[src/iodp_pkg.sv]
// Package for the io device pool dispatcher: sizes, event and result codes.
// No dependencies.
`default_nettype none
package iodp_pkg;
   localparam int NUM_CLASSES = 8;
   localparam int NUM_DEVICES = 16;
   localparam int WAIT_DEPTH  = 16;
   localparam int CW = $clog2(NUM_CLASSES);
   localparam int DW = $clog2(NUM_DEVICES);
   localparam int QW = $clog2(WAIT_DEPTH);
   localparam int NW = $clog2(WAIT_DEPTH + 1);
   localparam int KW = $clog2(NUM_DEVICES + 1);

   typedef enum logic [1:0] {
      OP_CONNECT = 2'd0, OP_REQUEST = 2'd1, OP_FINISH = 2'd2, OP_DISCONNECT = 2'd3
   } op_type;

   typedef enum logic [1:0] {
      KIND_DISPATCH = 2'd0, KIND_READY = 2'd1, KIND_KILLED = 2'd2, KIND_REJECT = 2'd3
   } kind_type;

   // controller -> datapath
   typedef struct packed {
      logic load;      // capture input word
      logic decide;    // update state, set first result, start dispatch read
      logic pick;      // run dispatch, set second result
      logic take2;     // hand out second result
   } cmd_type;

   // datapath -> controller
   typedef struct packed {
      logic has1;      // first result exists
      logic has2;      // dispatch happened
      logic try_disp;  // a dispatch attempt follows
   } sts_type;
endpackage
`default_nettype wire

[src/iodp_ctrl.sv]
// Controller: sequences load, decide, dispatch and result handoff.
// Depends on iodp_pkg.
`default_nettype none
module iodp_ctrl import iodp_pkg::*; (
   input  wire logic    clock,
   input  wire logic    reset,
   input  wire logic    req_valid,
   output logic         req_ready,
   output logic         rsp_valid,
   input  wire logic    rsp_ready,
   output logic         rsp_last,
   output cmd_type      cmd,
   input  wire sts_type sts
);
   typedef enum logic [5:0] {
      S_IDLE = 6'b000001, S_DEC = 6'b000010, S_RD = 6'b000100,
      S_PICK = 6'b001000, S_OUT1 = 6'b010000, S_OUT2 = 6'b100000
   } state_type;
   state_type state_ff, state_in;

   // first result only shows when it exists
   assign req_ready = state_ff == S_IDLE;
   assign rsp_valid = (state_ff == S_OUT1 && sts.has1) || state_ff == S_OUT2;
   assign rsp_last  = state_ff == S_OUT2 || !sts.has2;

   always_comb begin
      cmd = '0;
      state_in = state_ff;
      case (state_ff)
         S_IDLE: if (req_valid) begin cmd.load = 1'b1; state_in = S_DEC; end
         S_DEC: begin cmd.decide = 1'b1; state_in = S_RD; end
         S_RD: state_in = sts.try_disp ? S_PICK : (sts.has1 ? S_OUT1 : S_IDLE);
         S_PICK: begin
            cmd.pick = 1'b1; state_in = S_OUT1;
         end
         S_OUT1: begin
            if (!sts.has1) state_in = sts.has2 ? S_OUT2 : S_IDLE;
            else if (rsp_ready) state_in = sts.has2 ? S_OUT2 : S_IDLE;
         end
         S_OUT2: begin
            cmd.take2 = 1'b1;
            if (rsp_ready) state_in = S_IDLE;
         end
         default: state_in = S_IDLE;
      endcase
   end

   always_ff @(posedge clock) begin
      if (reset) state_ff <= S_IDLE;
      else state_ff <= state_in;
   end

   assert property (@(posedge clock) disable iff (reset)
      $onehot(state_ff)) else $error("state not onehot");
   assert property (@(posedge clock) disable iff (reset)
      req_valid && req_ready |=> state_ff == S_DEC) else $error("no decide");
   assert property (@(posedge clock) disable iff (reset)
      state_ff == S_DEC |=> state_ff == S_RD) else $error("bad sequence");
endmodule
`default_nettype wire

[config.mk]
export PLATFORM = sky130hd
export DESIGN_NAME = iodp_ctrl
export DESIGN_NICKNAME = d
export VERILOG_FILES = /design/src/iodp_pkg.sv /design/src/iodp_ctrl.sv
export SDC_FILE = /design/constraint.sdc
export NUM_CORES = 1
export LEC_CHECK = 0
export BUFFER_PORTS_ARGS = -buffer_cell sky130_fd_sc_hd__buf_2
export CAP_MARGIN = 20
export CORE_AREA = 2 2 39 41
export CTS_CLUSTER_SIZE = 10
export DETAILED_ROUTE_END_ITERATION = 12
export DIE_AREA = 0 0 41 43
export GPL_TIMING_DRIVEN = 0
export PLACE_DENSITY_LB_ADDON = 0.1
export SLEW_MARGIN = 20
export SYNTH_ARGS = -nofsm -noshare
export SYNTH_HDL_FRONTEND = slang
export SYNTH_SLANG_ARGS = --single-unit
[constraint.sdc]
create_clock -name clock -period 3.6 [get_ports clock]
set_clock_uncertainty 0.1 [all_clocks]
set_input_delay 0.18 -clock clock [delete_from_list [all_inputs] [get_ports clock]]
set_output_delay 0.18 -clock clock [all_outputs]
set_load 0.02 [all_outputs]
; Word-level counts from Yosys, hierarchy flattened
; Index checks and enable logic that the tools add are counted.
[word_totals]
register_bits = 6
elab_cells = 28
[classes]
n_eq_ne = 9
n_mux = 13
reduce_logical = 5
[ops]
columns = cell, count
row1 = $pmux 6 s6, 1
row2 = $mux 6, 5
row3 = $mux 5, 2
row4 = $eq 6x1->1 const B, 1
row5 = $eq 6x2->1 const B, 1
row6 = $eq 6x3->1 const B, 1
row7 = $eq 6x4->1 const B, 1
row8 = $eq 6x5->1 const B, 1
row9 = $eq 6x6->1 const B, 1
row10 = $mux 1, 5
row11 = $ne 2x2->1 const B, 2
row12 = $ne 3x3->1 const B, 1
row13 = $reduce_and 3->1, 1
row14 = $logic_or 1x1->1, 2
row15 = $logic_and 1x1->1, 1
row16 = $logic_not 1->1, 1

; Logic depth before layout (Yosys ltp)
; Gate-level depths: netlist of run 1.
[depth]
depth_word = 4
mapped_depth = 5
ltp_nobuf = 4

; Worst setup path before layout of run 1
; Ideal clock, no wire load.
[synth_timing]
kind = register to output
from = register state_ff[2]
to = output cmd[3] in the netlist's numbering
path_stages_with_launch = 5
n_path_buf = 1
slack_ps = 1795
t_arrival_ps = 1525
path_cell_list = dfxtp_1 > buf_6 > or4_4 > nor3b_4 > and2_4
[synth_lines]
columns = element, line_no
row1 = start: declaration, iodp_ctrl.sv:19  ; state_type state_ff, state_in;
row2 = start signal: assignment, iodp_ctrl.sv:50  ; else state_ff <= state_in;
row3 = end: declaration, iodp_ctrl.sv:12  ; output cmd_type cmd,

==> results of run 1 <==
## cells in the final DEF (no fill, tap or decap), types with 3 or more instances in the layout
cell type	n
dfxtp_1	6
nor2_1	5
nand2_1	4
clkbuf_4	3
buf_2	13
inv_1	4
## stage by stage
stage | setup WS [ns] | instances | power (mW) | area [um2] | hold WS, ns
3_5_place_dp | 1.80 | 78 | 0.120 | 514 | 0.298
6_report | 1.57 | 81 | 0.179 | 537 | 0.0515
4_1_cts | 1.54 | 81 | 0.182 | 537 | 0.0452
5_1_grt | 1.46 | 81 | 0.191 | 537 | 0.0520
3_3_place_gp | 1.80 | 78 | 0.120 | 514 | 0.293
2_1_floorplan | 1.79 | 49 | 0.106 | 429 | 0.149
## synth_stat cells
cell | instances | area (um2)
nor3b_2 | 1 | 12.5
nor4b_2 | 1 | 15.0
or4_1 | 1 | 7.51
nand2_1 | 4 | 15.0
nor3_1 | 1 | 5.00
and2_4 | 1 | 8.76
a21o_2 | 1 | 8.76
o21a_1 | 1 | 7.51
nand3_1 | 1 | 5.00
nand3b_1 | 1 | 7.51
a21oi_1 | 1 | 5.00
buf_4 | 1 | 7.51
o21bai_1 | 1 | 7.51
and2b_1 | 1 | 7.51
xor2_1 | 1 | 8.76
or3b_1 | 1 | 8.76
o2111ai_1 | 1 | 8.76
inv_1 | 4 | 15.0
nor3b_4 | 1 | 18.8
a211oi_1 | 1 | 7.51
nor2_1 | 5 | 18.8
nand4b_1 | 1 | 8.76
and3_1 | 1 | 6.26
dfxtp_1 | 6 | 120
o211ai_1 | 1 | 7.51
o21ai_0 | 1 | 5.00
a31oi_1 | 1 | 6.26
mux2i_1 | 1 | 10.0
or4_4 | 1 | 11.3
nor4b_1 | 1 | 8.76
nor3b_1 | 1 | 7.51
buf_6 | 1 | 11.3
nor4_2 | 1 | 12.5
a21o_1 | 1 | 7.51
## where the power goes
group          switching, mW  internal, mW  total [mW]
logic                 0.0210        0.0210      0.0419
clock network         0.0224        0.0376      0.0600
registers            0.00693        0.0697      0.0766
## logic make-up (layout without fill, tap and decap cells)
group,after synthesis,after routing,share of synthesized area [%]
flops,6,6,28.0
mux,1,1,2.33
xor+xnor,1,1,2.04
buf+inv,6,22,7.87
simple gates,25,25,43.1
compound gates,10,10,16.6
## final timing paths
kind | cells past startpoint | end | slack [ns] | from
setup reg to reg | 4 | state_ff[4]$_SDFFE_PP0P_ | 1.91 | state_ff[4]$_SDFFE_PP0P_
hold / removal | 2 | state_ff[5]$_SDFFE_PP0P_ | 0.05 | reset
hold reg to reg | 3 | state_ff[3]$_SDFFE_PP0P_ | 0.52 | state_ff[2]$_SDFFE_PP0P_
setup / recovery | 5 | cmd[3] | 1.57 | state_ff[2]$_SDFFE_PP0P_
## routing by layer
| layer | vias to the layer above | routed length [um] |
|---|---|---|
| met3 | 0 | 53 |
| met1 | 190 | 431 |
| met2 | 16 | 420 |
| met4 | 0 | 0 |
| li1 | 211 | - |
| met5 | - | 0 |
## cell type report
class / count / area, um2 / area share [%]
Timing Repair Buffer: 13 / 65.1 / 12.1
Clock buffer: 3 / 22.5 / 4.20
Buffer: 2 / 18.8 / 3.50
Inverter: 4 / 15.0 / 2.80
Multi-Input combinational cell: 37 / 275 / 51.3
Sequential cell: 6 / 120 / 22.4
Tap cell: 16 / 20.0 / 3.73
==> flow_metrics.env, run 1 <==
export IMPL_power_density_nw_per_um2=333
export IMPL_path_delay_family="simple AND/OR/NAND/NOR gates"
export IMPL_avgSynthCellArea_um2=8.76
export IMPL_path_buf_inv=2
export IMPL_hpwl_um=732
export IMPL_p_leak_nw=0.256
export IMPL_layout_drive_gt1_share_pct=38.5
export IMPL_remaining_drc_errors=0
export IMPL_cts_hold_buf=0
export IMPL_syn_to_final_growth_pct=25.1
export IMPL_grt_pass1_wl_um=1490
export IMPL_grt_use_total_pct=12.4
export IMPL_drtIter0Drc=25
export IMPL_ir_drop_v=0.000210
export IMPL_start_util_pct=31.0
export IMPL_required_ns=3.32
export IMPL_synth_warnings=0
export IMPL_grt_pass1_vias=351
export IMPL_largest_reg_flops=6
export IMPL_htreeDepth=1
export IMPL_syn_inst=49
export IMPL_max_stage_delay_ns=0.56
export IMPL_crit_chain="buf_6 -> or4_4 -> nor3b_4 -> and2_4 -> buf_2"
export IMPL_final_hold_violation_count=0
export IMPL_cp_arrival_ns=1.75
export IMPL_gr_max_usage_layer="met1"
export IMPL_std_cell_rows=14
export IMPL_utilization_pct=38.8
export IMPL_via_per_inst=5.15
export IMPL_grt_overflow=0
export IMPL_die_h_um=43
export IMPL_rsz0062_at_grt="false"
export IMPL_antenna_cells=0
export IMPL_io_pins=14
export IMPL_drv_cap=0
export IMPL_grt_max_degree=10
export IMPL_n_fill_cell=149
export IMPL_gp_congestion=0.730
export IMPL_synth_fp_nets=56
export IMPL_relSlewSlack_pct=70.5
export IMPL_worstSetupStartpointType="flop"
export IMPL_routed_wl_um=905
export IMPL_worstSetupPathType="reg2out"
export IMPL_fin_nets=74
export IMPL_hp_class="in2reg"
export IMPL_root_buffer="clkbuf_4"
export IMPL_ctsResizeCount=0
export IMPL_use_met3_pct=4.71
export IMPL_ys_seq_elements=6
export IMPL_clk_latency_ns=0.24
export IMPL_setup_viol=0
export IMPL_slew_viol_final=0
export IMPL_antenna_left=0
export IMPL_cts_buffers=3
export IMPL_synth_cell_types=34
export IMPL_syn_cell_area_um2=429
export IMPL_reg_largest_list="state_ff (6)"
export IMPL_routedWlPerCell_um=11.2
export IMPL_cts_sinks=6
export IMPL_cts_tree="done"
export IMPL_synth_seq_area_share_pct=28.0
export IMPL_cts_setup_buffers=0
export IMPL_cp_slowest_cell="or4_4"
export IMPL_antenna_found_initial=0
export IMPL_dr_pass1_iters=4
export IMPL_met1_usage_pct=18.2
export IMPL_status="finished clean"
export IMPL_clk_pin_slew_ns=0.04
export IMPL_io_buffers=13
export IMPL_setup_tns_ns=0
export IMPL_crit_path_end_kind="primary output"
export IMPL_top_register="state_ff"
export IMPL_tightest_slew_ns=0.436
export IMPL_finalCriticalPeriod_ns=2.03
export IMPL_clk_path_buf_depth=2
export IMPL_fmax_mhz=492
export IMPL_period_share_pct=56.4
export IMPL_die_w_um=41
export IMPL_die_area_um2=1760
export IMPL_via_count=417
export IMPL_use_met2_pct=16.3
export IMPL_core_um2=1380
export IMPL_critPathMaxFanout=9
Note: power is estimated with default switching activity, not from simulation.
==> run 2: changes to the inputs <==
clock period = 1.85 ns   (was 3.6 ns; I/O delays follow)
==> run 2 against run 1 <==
  * Utilization increased by 2.5 points
  * Die area unchanged
  * Sequential power increased by 97%
  * Setup slack got worse by 1.6 ns
  * Cell area increased by 6.5%
  * Clock power increased by 97%
  * Critical endpoint unchanged
  * Largest cell class unchanged
  * Largest power group unchanged
==> flow_metrics.env, run 2 (synthesis gave the netlist of run 1 again) <==
export IMPL_status="finished clean"
export IMPL_p_leak_nw=0.269
export IMPL_io_pins=14
export IMPL_cp_arrival_ns=1.65
export IMPL_drv_cap=0
export IMPL_crit_path_end_kind="primary output"
export IMPL_via_per_inst=5.16
export IMPL_final_common_cell="buf_2"
export IMPL_htreeDepth=1
export IMPL_syn_to_final_growth_pct=33.2
export IMPL_antenna_cells=0
export IMPL_timing_hold_ws_ns=0.0309
export IMPL_gp_congestion=0.730
export IMPL_io_buffers=13
export IMPL_relSlewSlack_pct=72.2
export IMPL_final_cell_mix="buf_2 (12), nor2_1 (5), nand2_1 (4), inv_1 (4)"
export IMPL_fin_nets=76
export IMPL_largest_reg_flops=6
export IMPL_clk_path_buf_depth=2
export IMPL_die_h_um=43
export IMPL_required_ns=1.66
export IMPL_grt_overflow=0
export IMPL_core_um2=1380
export IMPL_die_w_um=41
export IMPL_reg_largest_list="state_ff (6)"
export IMPL_clk_latency_ns=0.24
export IMPL_hp_class="in2reg"
export IMPL_remaining_drc_errors=0
export IMPL_layout_drive_gt1_share_pct=43.3
export IMPL_dp_cells=78
export IMPL_start_util_pct=31.0
export IMPL_hpwl_um=732
export IMPL_cts_buffers=3
export IMPL_grt_pass1_vias=356
export IMPL_setup_viol=0
export IMPL_power_density_nw_per_um2=634
export IMPL_setup_tns_ns=0
export IMPL_die_area_um2=1760
export IMPL_period_share_pct=99.5
export IMPL_ir_drop_v=0.000417
export IMPL_fin_area_um2=572
export IMPL_fin_cells=83
export IMPL_drtIter0Drc=9
export IMPL_tightest_slew_ns=0.411
export IMPL_std_cell_rows=14
export IMPL_n_fill_cell=145
export IMPL_clk_pin_slew_ns=0.04
export IMPL_worstSetupPathType="reg2out"
export IMPL_dr_pass1_iters=4
export IMPL_grt_max_degree=10
export IMPL_routedWlPerCell_um=11.4
export IMPL_rsz0062_at_grt="true"
export IMPL_p_total_mw=0.363
export IMPL_grt_use_total_pct=12.5
export IMPL_finalCriticalPeriod_ns=1.84
export IMPL_final_hold_violation_count=0
export IMPL_routed_wl_um=943
export IMPL_cts_sinks=6
export IMPL_root_buffer="clkbuf_4"
export IMPL_fmax_mhz=543
export IMPL_via_count=428
export IMPL_worstSetupStartpointType="flop"
export IMPL_critPathMaxFanout=3
export IMPL_antenna_left=0
export IMPL_cts_tree="done"
export IMPL_top_register="state_ff"
export IMPL_antenna_found_initial=0
export IMPL_grt_pass1_wl_um=1500
export IMPL_slew_viol_final=0
export IMPL_post_dp_cell_area_um2=514
[run 2: cell type report]
type	instances	area, um2	share of cell area, %
multi-input cells	37	284	49.7
flip-flops and latches	6	126	22.1
repair buffers	16	96.3	16.8
clock buffers	3	22.5	3.94
well taps	16	20.0	3.50
inverters	4	15.0	2.63
plain buffers	1	7.51	1.31
[run 2: where the power goes]
part           internal, mW  switching [mW]  total [mW]  leakage [nW]
Combinational        0.0516          0.0421      0.0937         0.205
Sequential            0.134          0.0164       0.151        0.0507
Clock                0.0732          0.0450       0.118        0.0138
[run 2: final timing paths]
check                            from                        to  slack (ns)  depth (start not counted)
max          state_ff[3]$_SDFFE_PP0P_                    cmd[3]        0.01                          4
max reg2reg  state_ff[3]$_SDFFE_PP0P_  state_ff[4]$_SDFFE_PP0P_        0.08                          5
min reg2reg  state_ff[2]$_SDFFE_PP0P_  state_ff[3]$_SDFFE_PP0P_        0.46                          2
min                            sts[0]  state_ff[3]$_SDFFE_PP0P_        0.03                          3
[run 2: timing repair]
item	4_1_cts	5_1_grt
cloned	0	0
hold endpoints to repair	2	0
setup buffers	1	1
pin swaps	3	2
hold buffers	1	0
setup endpoints to repair	2	8
resized for setup	6	1
[run 2: through the flow]
| step | worst slack [ns] | utilization (%) |
|---|---|---|
| 3_3_place_gp | 0.128 | 37.2 |
| 6_report | 0.00978 | 41.3 |
| 2_1_floorplan | 0.0522 | - |
| 5_1_grt | -0.0539 | 41.3 |
| 4_1_cts | -0.0113 | 40.1 |
| 3_5_place_dp | 0.140 | 37.2 |
[run 2: routing by layer]
metal | vias to the layer above | routed length, um | track usage (%)
met1 | 199 | 485 | 18.4
met3 | 0 | 43 | 4.71
met5 | - | 0 | 0
met4 | 0 | 0 | 4.00
met2 | 12 | 414 | 16.3
li1 | 217 | - | -
[run 2: worst max-delay path: stages, from the launching register on]
cell	delay [ns]
dfxtp_4	0.35
or4_4	0.56
nor3b_4	0.22
and2_4	0.18
buf_6	0.11
==> run 3: changes to the inputs <==
clock period = 2.1 ns   (was 1.85 ns; I/O delays follow)
==> run 3 against run 2 <==
  * Sequential power shrank 13%
  * Global-route usage shrank 0.088 points
  * Combinational power shrank 21%
  * Hold slack gained 0.033 ns
  * Largest power group unchanged
  * Register-to-register slack gained 0.31 ns
  * Setup slack gained 0.13 ns
  * Sequential share of layout area shrank 0.13 points
==> flow_metrics.env, run 3 (synthesis gave the netlist of run 1 again) <==
export IMPL_status="finished clean"
export IMPL_final_cell_mix="buf_2 (13), dfxtp_1 (6), nor2_1 (5)"
export IMPL_die_area_um2=1760
export IMPL_cp_arrival_ns=1.76
export IMPL_routedWlPerCell_um=11.4
export IMPL_cts_buffers=3
export IMPL_layout_drive_gt1_share_pct=37.9
export IMPL_whs_path_depth=3
export IMPL_fmax_mhz=509
export IMPL_dr_pass1_iters=4
export IMPL_top_register="state_ff"
export IMPL_via_count=421
export IMPL_die_w_um=41
export IMPL_setup_viol=0
export IMPL_drtIter0Drc=18
export IMPL_final_common_cell="buf_2"
export IMPL_cts_sinks=6
export IMPL_grt_use_total_pct=12.4
export IMPL_core_um2=1380
export IMPL_r2r_end="state_ff[0]$_SDFFE_PP1P_"
export IMPL_min_delay_start="sts[0]"
export IMPL_post_dp_cell_area_um2=514
export IMPL_via_per_inst=5.13
export IMPL_die_h_um=43
export IMPL_drv_cap=0
export IMPL_largest_reg_flops=6
export IMPL_worst_path_stages=5
export IMPL_clk_pin_slew_ns=0.04
export IMPL_gp_congestion=0.730
export IMPL_ir_drop_v=0.000360
export IMPL_cp_slowest_cell="or4_4"
export IMPL_ff2ff_setup_slack_ns=0.39
export IMPL_required_ns=1.89
export IMPL_finalCriticalPeriod_ns=1.97
export IMPL_fin_area_um2=547
export IMPL_period_share_pct=93.6
export IMPL_path_buf_inv=2
export IMPL_setup_tns_ns=0
export IMPL_worstSetupStartpointType="flop"
export IMPL_antenna_left=0
export IMPL_hpwl_um=732
export IMPL_reg_largest_list="state_ff (6)"
export IMPL_antenna_cells=0
export IMPL_clk_latency_ns=0.24
export IMPL_fin_nets=75
export IMPL_rsz0062_at_grt="false"
export IMPL_final_hold_violation_count=0
export IMPL_io_pins=14
export IMPL_cts_setup_buffers=0
export IMPL_clk_path_buf_depth=2
export IMPL_antenna_found_initial=0
export IMPL_path_delay_family="simple AND/OR/NAND/NOR gates"
export IMPL_p_leak_nw=0.260
export IMPL_relSlewSlack_pct=69.8
export IMPL_max_stage_delay_ns=0.56
export IMPL_io_buffers=13
export IMPL_power_density_nw_per_um2=562
export IMPL_rr_startpoint="state_ff[0]$_SDFFE_PP1P_"
export IMPL_grt_pass1_wl_um=1490
export IMPL_grt_max_degree=10
export IMPL_slew_viol_final=0
export IMPL_syn_to_final_growth_pct=27.4
export IMPL_p_total_mw=0.307
export IMPL_hp_class="in2reg"
export IMPL_tightest_slew_ns=0.446
export IMPL_std_cell_rows=14
export IMPL_min_to="state_ff[3]$_SDFFE_PP0P_"
export IMPL_crit_chain="buf_6 -> or4_4 -> nor3b_4 -> and2_4 -> buf_2"
export IMPL_htreeDepth=1
export IMPL_crit_path_end_kind="primary output"
export IMPL_routed_wl_um=935
export IMPL_critPathMaxFanout=9
export IMPL_r2r_cells=4
export IMPL_remaining_drc_errors=0
export IMPL_grt_pass1_vias=351
export IMPL_worstSetupPathType="reg2out"
export IMPL_start_util_pct=31.0
export IMPL_root_buffer="clkbuf_4"
export IMPL_grt_overflow=0
export IMPL_cts_tree="done"
export IMPL_n_fill_cell=148
-- run 3: cell count changes in the layout (fill, tap and decap cells not counted) --
cell and change:
nor4_2 +1, dfxtp_4 -1, buf_4 -2, nor4_4 -1, dfxtp_2 -2, buf_2 +1
dfxtp_1 +3
-- run 3: metrics by stage --
step | hold slack, ns | util (%) | std cells | setup WS (ns)
after global routing | 0.0604 | 39.5 | 82 | 0.0369
after floorplan | 0.0744 | - | 49 | 0.302
final | 0.0642 | 39.5 | 82 | 0.135
after detailed placement | 0.223 | 37.2 | 78 | 0.378
after CTS | 0.0425 | 39.5 | 82 | 0.119
after global placement | 0.218 | 37.2 | 78 | 0.374
-- run 3: layer usage --
| metal | part of all wire, % | global-route usage (%) | vias up |
|---|---|---|---|
| met5 | 0 | 0 | - |
| met4 | 0 | 4.00 | 0 |
| met3 | 4.6 | 4.71 | 0 |
| met2 | 44 | 16.3 | 13 |
| met1 | 51 | 18.2 | 193 |
| li1 | - | - | 215 |
-- run 3: tightest hold or removal path, cell delays in order --
cell and delay, ns:
buf_2 0.11, nand4b_1 0.09, nor3_1 0.05
-- run 3: how the worst max path moves through the flow --
stage | to | start | slack [ns]
2_1_floorplan | state_ff[1]$_SDFFE_PP0P_ | state_ff[2]$_SDFFE_PP0P_ | 0.30
3_3_place_gp | cmd[3] | state_ff[2]$_SDFFE_PP0P_ | 0.37
3_5_place_dp | cmd[3] | state_ff[2]$_SDFFE_PP0P_ | 0.38
4_1_cts | cmd[3] | state_ff[2]$_SDFFE_PP0P_ | 0.12
5_1_grt | cmd[3] | state_ff[2]$_SDFFE_PP0P_ | 0.04
6_report | cmd[3] | state_ff[2]$_SDFFE_PP0P_ | 0.13
-- run 3: area by class of cell --
| type | count | area [um2] | area share, % |
|---|---|---|---|
| inverter | 4 | 15.0 | 2.75 |
| clock buffer | 3 | 22.5 | 4.12 |
| timing repair buffer | 14 | 75.1 | 13.7 |
| multi-input combinational | 37 | 275 | 50.3 |
| buffer | 2 | 18.8 | 3.43 |
| tap | 16 | 20.0 | 3.66 |
| sequential | 6 | 120 | 22.0 |
-- run 3: power by group --
| part | switching, mW | internal, mW | total, mW | leakage, nW |
|---|---|---|---|---|
| clock network | 0.0381 | 0.0644 | 0.103 | 0.0138 |
| logic | 0.0365 | 0.0372 | 0.0737 | 0.198 |
| registers | 0.0119 | 0.119 | 0.131 | 0.0488 |
| total | 0.0864 | 0.221 | 0.307 | 0.260 |
-- run 3: timing repair --
item,4_1_cts,5_1_grt
hold buffers,1,0
endpoints found under the hold margin,2,0
resized for setup,0,0
